[config.mk]
export PLATFORM = sky130hd
export DESIGN_NAME = pwm_sensor_pulse_averager
export DESIGN_NICKNAME = d
export VERILOG_FILES = /design/src/sv/psa_pkg.sv /design/src/sv/psa_front.sv /design/src/sv/psa_avg.sv /design/src/sv/pwm_sensor_pulse_averager.sv
export SDC_FILE = /design/constraint.sdc
export NUM_CORES = 1
export LEC_CHECK = 0
export ABC_AREA = 0
export BUFFER_PORTS_ARGS = -buffer_cell sky130_fd_sc_hd__buf_2
export CAP_MARGIN = 20
export CORE_MARGIN = 1
export CORE_UTILIZATION = 55
export CTS_CLUSTER_DIAMETER = 50
export DETAILED_ROUTE_END_ITERATION = 10
export PLACE_DENSITY = 0.78
export SLEW_MARGIN = 20
export SYNTH_ARGS = -nofsm -noshare
export SYNTH_HDL_FRONTEND = slang
export SYNTH_SLANG_ARGS = --single-unit
[constraint.sdc]
create_clock -name i_clk -period 9.05 [get_ports i_clk]
set_input_delay 1.81 -clock i_clk [delete_from_list [all_inputs] [get_ports i_clk]]
set_output_delay 1.81 -clock i_clk [all_outputs]
set_load 0.02 [all_outputs]
[src/sv/psa_pkg.sv]
// ----------------------------------------------------------------------------
// psa_pkg
// shared types and constants of the pwm sensor pulse averager
// ----------------------------------------------------------------------------
`default_nettype none

package psa_pkg;

    localparam int TIME_W     = 32;
    localparam int VAL_W      = 16;
    localparam int READING_W  = 18;
    localparam int OFFSET_W   = 4;
    localparam int SCALE_W    = 3;
    localparam int PROD_W     = VAL_W + SCALE_W + 1;
    localparam int AVG_SHIFT  = 3;

    localparam int VAL_MIN     = -32768;
    localparam int VAL_MAX     = 32767;
    localparam int READING_MIN = -131072;
    localparam int READING_MAX = 131071;

    localparam int S_TDATA_W = 32;
    localparam int M_TDATA_W = 24;

    localparam int CFG_IDX_W  = 2;
    localparam int CFG_DATA_W = 4;

    localparam int HISTORY_DEPTH_DEF = 7;

    localparam logic [CFG_IDX_W-1:0] CFG_OFFSET = 2'd0;
    localparam logic [CFG_IDX_W-1:0] CFG_SCALE  = 2'd1;
    localparam logic [CFG_IDX_W-1:0] CFG_FILTER = 2'd2;

    localparam logic [OFFSET_W-1:0] OFFSET_RST = 4'd2;
    localparam logic [SCALE_W-1:0]  SCALE_RST  = 3'd1;
    localparam logic                FILTER_RST = 1'b1;

    typedef struct packed {
        logic [OFFSET_W-1:0] offset_ms;
        logic [SCALE_W-1:0]  scale;
        logic                filter_enable;
    } t_cfg;

    typedef struct packed {
        logic                    valid;
        logic signed [VAL_W-1:0] value;
    } t_width_item;

endpackage

`default_nettype wire

[src/sv/psa_front.sv]
// ----------------------------------------------------------------------------
// psa_front
// edge capture: holds the rising edge time, turns a falling edge into an
// offset-corrected, saturated 16-bit width in the input register
// ----------------------------------------------------------------------------
`default_nettype none

module psa_front (
    input  wire logic                              i_clk,
    input  wire logic                              i_rst_n,
    input  wire logic                              i_accept,
    input  wire logic                              i_level,
    input  wire logic [psa_pkg::TIME_W-1:0]        i_time,
    input  wire logic [psa_pkg::OFFSET_W-1:0]      i_offset,
    input  wire logic                              i_take,
    output psa_pkg::t_width_item                   o_item
);

    localparam int DIFF_W = psa_pkg::TIME_W + 2;

    logic [psa_pkg::TIME_W-1:0]            r_pulse_start;
    logic                                  r_valid;
    logic signed [psa_pkg::VAL_W-1:0]      r_value;

    logic [psa_pkg::TIME_W-1:0]            width;
    logic signed [DIFF_W-1:0]              diff;
    logic signed [psa_pkg::VAL_W-1:0]      n_value;

    assign width = i_time - r_pulse_start;
    assign diff  = $signed({2'b00, width}) - $signed(DIFF_W'(i_offset));

    always_comb begin
        if (diff < DIFF_W'(psa_pkg::VAL_MIN)) begin
            n_value = psa_pkg::VAL_W'(psa_pkg::VAL_MIN);
        end else if (diff > DIFF_W'(psa_pkg::VAL_MAX)) begin
            n_value = psa_pkg::VAL_W'(psa_pkg::VAL_MAX);
        end else begin
            n_value = diff[psa_pkg::VAL_W-1:0];
        end
    end

    always_ff @(posedge i_clk) begin
        if (!i_rst_n) begin
            r_pulse_start <= '0;
            r_valid       <= 1'b0;
        end else begin
            if (i_accept && i_level) begin
                r_pulse_start <= i_time;
            end
            if (i_accept && !i_level) begin
                r_valid <= 1'b1;
            end else if (i_take) begin
                r_valid <= 1'b0;
            end
        end
    end

    always_ff @(posedge i_clk) begin
        if (i_accept && !i_level) begin
            r_value <= n_value;
        end
    end

    assign o_item.valid = r_valid;
    assign o_item.value = r_value;

endmodule

`default_nettype wire

[src/sv/psa_avg.sv]
// ----------------------------------------------------------------------------
// psa_avg
// scaling, moving average over the history line with a running sum, and
// the result register
// ----------------------------------------------------------------------------
`default_nettype none

module psa_avg #(
    parameter int HISTORY_DEPTH = psa_pkg::HISTORY_DEPTH_DEF
) (
    input  wire logic                               i_clk,
    input  wire logic                               i_rst_n,
    input  wire psa_pkg::t_width_item               i_item,
    input  wire psa_pkg::t_cfg                      i_cfg,
    input  wire logic                               i_load,
    output logic                                    o_valid,
    output logic signed [psa_pkg::READING_W-1:0]    o_reading,
    output logic                                    o_warming_up
);

    localparam int CNT_W = $clog2(HISTORY_DEPTH + 1);
    localparam int SUM_W = psa_pkg::READING_W + CNT_W;
    localparam int RW    = psa_pkg::READING_W;
    localparam int PW    = psa_pkg::PROD_W;

    logic signed [RW-1:0]     r_hist [HISTORY_DEPTH];
    logic [CNT_W-1:0]         r_count;
    logic signed [SUM_W-1:0]  r_hist_sum;
    logic                     r_valid;
    logic signed [RW-1:0]     r_reading;
    logic                     r_warm;

    logic signed [PW-1:0]     prod;
    logic signed [RW-1:0]     scaled;
    logic                     full;
    logic signed [SUM_W-1:0]  sum;
    logic signed [SUM_W-1:0]  avg_wide;
    logic signed [RW-1:0]     avg;
    logic signed [SUM_W-1:0]  n_hist_sum;
    logic signed [RW-1:0]     n_reading;
    logic                     n_warm;
    logic                     take;

    assign take = i_load && i_item.valid;
    assign prod = PW'($signed(i_item.value)) * PW'($signed({1'b0, i_cfg.scale}));

    always_comb begin
        if (prod < PW'(psa_pkg::READING_MIN)) begin
            scaled = RW'(psa_pkg::READING_MIN);
        end else if (prod > PW'(psa_pkg::READING_MAX)) begin
            scaled = RW'(psa_pkg::READING_MAX);
        end else begin
            scaled = prod[RW-1:0];
        end
    end

    assign full     = (r_count == CNT_W'(HISTORY_DEPTH));
    assign sum      = r_hist_sum + SUM_W'(scaled);
    assign avg_wide = sum >>> psa_pkg::AVG_SHIFT;

    always_comb begin
        if (avg_wide < SUM_W'(psa_pkg::READING_MIN)) begin
            avg = RW'(psa_pkg::READING_MIN);
        end else if (avg_wide > SUM_W'(psa_pkg::READING_MAX)) begin
            avg = RW'(psa_pkg::READING_MAX);
        end else begin
            avg = avg_wide[RW-1:0];
        end
    end

    always_comb begin
        n_hist_sum = sum;
        n_reading  = scaled;
        n_warm     = 1'b0;
        if (i_cfg.filter_enable) begin
            if (full) begin
                n_hist_sum = sum - SUM_W'(r_hist[0]);
                n_reading  = avg;
            end else begin
                n_warm = 1'b1;
            end
        end
    end

    always_ff @(posedge i_clk) begin
        if (!i_rst_n) begin
            r_count    <= '0;
            r_hist_sum <= '0;
            r_valid    <= 1'b0;
        end else begin
            if (i_load) begin
                r_valid <= i_item.valid;
            end
            if (take && i_cfg.filter_enable) begin
                r_hist_sum <= n_hist_sum;
                if (!full) begin
                    r_count <= r_count + CNT_W'(1);
                end
            end
        end
    end

    // history line, newest at the top, oldest leaves from entry zero
    always_ff @(posedge i_clk) begin
        if (take && i_cfg.filter_enable) begin
            for (int i = 0; i < HISTORY_DEPTH - 1; i++) begin
                r_hist[i] <= r_hist[i + 1];
            end
            r_hist[HISTORY_DEPTH - 1] <= scaled;
        end
    end

    always_ff @(posedge i_clk) begin
        if (take) begin
            r_reading <= n_reading;
            r_warm    <= n_warm;
        end
    end

    assign o_valid      = r_valid;
    assign o_reading    = r_reading;
    assign o_warming_up = r_warm;

endmodule

`default_nettype wire

[src/sv/pwm_sensor_pulse_averager.sv]
// ----------------------------------------------------------------------------
// pwm_sensor_pulse_averager
// pulse width measurement of a pwm sensor output with an optional
// eight-sample moving average
// ----------------------------------------------------------------------------
// a falling edge result is held in the input register, then in the result register
// throughput: one edge per cycle unless the output stalls, via input and result registers
// rising edges give no result and only update the stored start time
// reset (synchronous, active low) clears start time, fill count, running
// sum and handshake state; registers return to offset 2, scale 1, filter on
`default_nettype none

module pwm_sensor_pulse_averager #(
    parameter int HISTORY_DEPTH = psa_pkg::HISTORY_DEPTH_DEF
) (
    input  wire logic                              i_clk,
    input  wire logic                              i_rst_n,
    input  wire logic                              s_axis_tvalid,
    output logic                                   s_axis_tready,
    input  wire logic [psa_pkg::S_TDATA_W-1:0]     s_axis_tdata,  // time_ms
    input  wire logic                              s_axis_tuser,  // pin_level
    output logic                                   m_axis_tvalid,
    input  wire logic                              m_axis_tready,
    output logic [psa_pkg::M_TDATA_W-1:0]          m_axis_tdata,  // reading, zero pad
    output logic                                   m_axis_tuser,  // warming_up
    input  wire logic                              i_cfg_valid,
    output logic                                   o_cfg_ready,
    input  wire logic [psa_pkg::CFG_IDX_W-1:0]     i_cfg_index,
    input  wire logic [psa_pkg::CFG_DATA_W-1:0]    i_cfg_data
);

    psa_pkg::t_cfg                              r_cfg;
    psa_pkg::t_width_item                       item;
    logic                                       accept;
    logic                                       out_load;
    logic                                       take;
    logic                                       out_valid;
    logic signed [psa_pkg::READING_W-1:0]       reading;
    logic                                       warm;

    assign o_cfg_ready = 1'b1;

    always_ff @(posedge i_clk) begin
        if (!i_rst_n) begin
            r_cfg.offset_ms     <= psa_pkg::OFFSET_RST;
            r_cfg.scale         <= psa_pkg::SCALE_RST;
            r_cfg.filter_enable <= psa_pkg::FILTER_RST;
        end else if (i_cfg_valid) begin
            unique case (i_cfg_index)
                psa_pkg::CFG_OFFSET: r_cfg.offset_ms <= i_cfg_data[psa_pkg::OFFSET_W-1:0];
                psa_pkg::CFG_SCALE:  r_cfg.scale <= i_cfg_data[psa_pkg::SCALE_W-1:0];
                psa_pkg::CFG_FILTER: r_cfg.filter_enable <= i_cfg_data[0];
                default: begin
                end
            endcase
        end
    end

    assign out_load      = !out_valid || m_axis_tready;
    assign take          = item.valid && out_load;
    assign s_axis_tready = !item.valid || out_load;
    assign accept        = s_axis_tvalid && s_axis_tready;

    psa_front u_front (
        .i_clk    (i_clk),
        .i_rst_n  (i_rst_n),
        .i_accept (accept),
        .i_level  (s_axis_tuser),
        .i_time   (s_axis_tdata),
        .i_offset (r_cfg.offset_ms),
        .i_take   (take),
        .o_item   (item)
    );

    psa_avg #(
        .HISTORY_DEPTH (HISTORY_DEPTH)
    ) u_avg (
        .i_clk        (i_clk),
        .i_rst_n      (i_rst_n),
        .i_item       (item),
        .i_cfg        (r_cfg),
        .i_load       (out_load),
        .o_valid      (out_valid),
        .o_reading    (reading),
        .o_warming_up (warm)
    );

    assign m_axis_tvalid = out_valid;
    assign m_axis_tdata  = {{(psa_pkg::M_TDATA_W - psa_pkg::READING_W){1'b0}}, reading};
    assign m_axis_tuser  = warm;

endmodule

`default_nettype wire

==> summary.txt <==
Outcome
  • Outcome: finished, final reports clean

Finish
  • Share of cells above drive strength 1: 12.2%
  • Final net count: 1686
  • Antenna Cells: 0
  • Syn-to-layout area delta: 11.6%
  • Fillers: 2082

Timing
  • Period minus WS final: 8.49 ns
  • Fmax: 118 MHz
  • Count of final setup violators: 0
  • Final Hold Viols: 0
  • Min Hold Slack: 0.416 ns
  • Period utilization: 93.8%
  • Skew final: 0.0321 ns
  • Worst slew margin: 33.8%
  • Tightest Pin Transition: 0.994 ns
  • RSZ-0062 raised after global routing: false
  • Final Max Tran Viols: 0

Worst setup path
  • Worst endpoint data arrival time: 8.99 ns
  • Critical path type: reg -> reg
  • CP most frequent cell: a21oi_1
  • CP startpoint kind: flop
  • Critical Path Sink Type: flop
  • Crit-path max cell delay: 0.52 ns
  • Data required, critical path: 9.55 ns
  • Worst Path Max Fanout: 16
  • Slowest-stage cell, CP: fa_1

Synthesis
  • Most used DFF post-synth: edfxtp_1
  • Area share of the largest cell type after synthesis: 34.1%
  • Cell variety after synth: 84
  • Post-synth EDFFs: 161
  • Mean area per synthesized cell: 9.83 µm²
  • Synth top area cells: edfxtp_1 (34%), ha_1 (10%), dfxtp_1 (9.3%)
  • Most common cell in the netlist: edfxtp_1
  • Yosys top cell by area: edfxtp_1
  • Commonest cells in the netlist: edfxtp_1 (161), nand2_1 (160), inv_1 (142), a21oi_1 (125), ha_1 (114)
  • Register bit total from synthesis: 227
  • Fraction of registers with async set/reset: 0%
  • Synthesis warning total: 0
  • Sequential fraction of the synthesis area: 43.4%
  • Synthesized cell area: 14200 µm²
  • Post-synthesis cell count: 1442

CTS
  • TritonCTS Buffers: 29
  • Clock latency on the worst-skew pair: 0.57 ns
  • Htree depth: 1
  • Clock sink count: 227
  • CTS root buffer: clkbuf_16
  • Longest Clk Path Bufs: 3
  • Post-CTS Setup Repair Bufs: 0
  • CTS tree: built
  • Clk pin slew, worst setup/hold paths: 0.06 ns

Floorplan
  • IO Count: 72
  • Initial core utilization: 56.1%
  • Full die area: 26400 µm²
  • Number of cell rows: 58
  • Die Y: 163 µm
  • Die W: 163 µm
  • Core ar.: 25300 µm²

Power and ir drop
  • Gate power share: 23.5%
  • Cell Pwr Density: 191 nW/µm²
  • PnR Total Power: 0.00303 W
  • Worst vdd ir: 162 µV
  • Switching share of power: 29.9%
  • Pleak: 6.50 nW
  • Sequential power share: 38.7%
  • Clock Power Share: 37.7%
  • Net Switching: 0.000906 W
  • Internal power: 0.00212 W

GRT
  • Largest net degree at the start of global routing: 112
  • First-pass GRT wire length: 48.0 mm
  • Initial antenna violation count: 0
  • GR Overflow Total: 0
  • Tot GR Track Use: 22.3%
  • Vias in the first global route: 10171

Drt
  • DRC errors left: 0
  • Final ANT Viol Nets: 0
  • Iter 0 DRT Violations: 552
  • Avg WL per Cell: 15.5 µm
  • First-pass iteration count of the detailed router: 5
  • Final wirelength: 28.9 mm
  • Vias per cell: 5.64
  • Vias after detailed routing: 10497

Place
  • Detailed-placement wirelength estimate: 20.9 mm
  • GPL Wtd Cong: 0.918
  • Port bufs: 64

Hold path
  • Worst Hold Class: reg -> reg

Flow run
  • Max-cap violations: 0
-- worst paths after layout --
check	from	endpoint	slack, ns	depth (start not counted)
setup / recovery	u_front.r_value[2]	u_avg.r_hist_sum[20]	0.56	40
hold / removal	u_avg.r_hist[1][0]	u_avg.r_hist[0][0]	0.42	0
setup reg to reg	u_front.r_value[2]	u_avg.r_hist_sum[20]	0.56	40
hold reg to reg	u_avg.r_hist[1][0]	u_avg.r_hist[0][0]	0.42	0
-- through the flow --
step | instances | area [µm²] | utilization, % | setup TNS (ns) | setup WS (ns)
after floorplan | 1447 | 14200 | - | 0 | 0.483
after global placement | 1806 | 14800 | 58.6 | 0 | 0.188
after detailed placement | 1806 | 14800 | 58.6 | -0.107 | -0.107
after CTS | 1860 | 15800 | 62.4 | 0 | 0.112
after global routing | 1861 | 15800 | 62.6 | 0 | 0.00954
final | 1861 | 15800 | 62.6 | 0 | 0.561
-- registers in the layout, summed over array words and instances (netlist names) --
| register | count |
|---|---|
| u_front.r_value | 16 |
| u_avg.o_warming_up | 1 |
| u_front.r_valid | 1 |
| u_avg.o_valid | 1 |
| u_avg.o_reading | 18 |
| u_avg.r_hist | 126 |
| u_avg.r_count | 3 |
| r_cfg | 8 |
| u_front.r_pulse_start | 32 |
| u_avg.r_hist_sum | 21 |
-- logic make-up after synthesis --
group	synth area share, %
buffers and inverters	5.41
AND/OR/NAND/NOR	14.9
flip-flops	43.4
multiplexers	1.84
XOR/XNOR	4.87
other	0.0530
adder cells (fa/ha/maj)	12.9
AO/OA/AOI/OAI	16.6
-- worst max-delay path, delay by kind of cell, from the launching register on --
kind                     cells  cell delay (ns)
flip-flops                   1             0.39
AND/OR/NAND/NOR              6             0.76
adder cells (fa/ha/maj)      6             2.04
XOR/XNOR                     3             0.60
multiplexers                 1             0.18
AO/OA/AOI/OAI               20             4.05
buffers and inverters        4             0.42
-- metal layers --
layer,GRT usage (%),part of all wire (%)
met4,6.17,2.5
met5,0,0
met1,28.1,45
met3,2.93,3.9
met2,39.9,49
-- final cells by class --
class	instances	area, µm²	share of cell area [%]
clock inverter	21	223	1.41
inverter	145	549	3.47
clock buffer	33	741	4.68
tap	330	413	2.61
timing repair buffer	78	433	2.74
sequential	227	6160	38.9
multi-input combinational	1027	7300	46.2
-- power by group through the flow --
stage / combinational (W) / sequential [W] / clock [W]
after floorplan: 0.000539 / 0.00120 / 0
after global placement: 0.000671 / 0.00119 / 0
after detailed placement: 0.000692 / 0.00119 / 0
after CTS: 0.000701 / 0.00117 / 0.00116
after global routing: 0.000792 / 0.00118 / 0.00120
final: 0.000713 / 0.00117 / 0.00114
-- layout by cell type (no fill, tap or decap), drive strengths merged, types with 4 or more instances in the layout --
master / netlist / final
clkbuf: 32 / 33
a211oi: 18 / 18
o21a: 19 / 19
o31ai: 9 / 9
nor2b: 11 / 11
dfxtp: 66 / 66
xnor2: 41 / 41
o21ai: 52 / 52
buf: 16 / 78
nor3: 23 / 23
o311ai: 4 / 4
nand3: 29 / 29
a31oi: 16 / 16
ha: 114 / 114
nor2: 77 / 77
nand2b: 12 / 12
nand4: 10 / 10
o211ai: 14 / 14
nand2: 161 / 161
mux2i: 8 / 8
nor4: 8 / 8
nand3b: 7 / 7
a21oi: 131 / 131
o21bai: 9 / 9
and3: 17 / 17
and2: 42 / 42
fa: 20 / 20
mux2: 16 / 16
a311oi: 7 / 7
edfxtp: 161 / 161
xor2: 37 / 37
a2111oi: 8 / 8
or3: 11 / 11
inv: 144 / 149
or2: 12 / 12
clkinv: 1 / 12
conb: 2 / 7
a21o: 31 / 31
-- repair_timing --
| item | in CTS | in global routing |
|---|---|---|
| pin swaps | 0 | 1 |
| endpoints found under the setup margin | 2 | 5 |
| resized for setup | 2 | 9 |
| hold buffers | 0 | 0 |
Note: power is estimated with default switching activity, not from simulation.
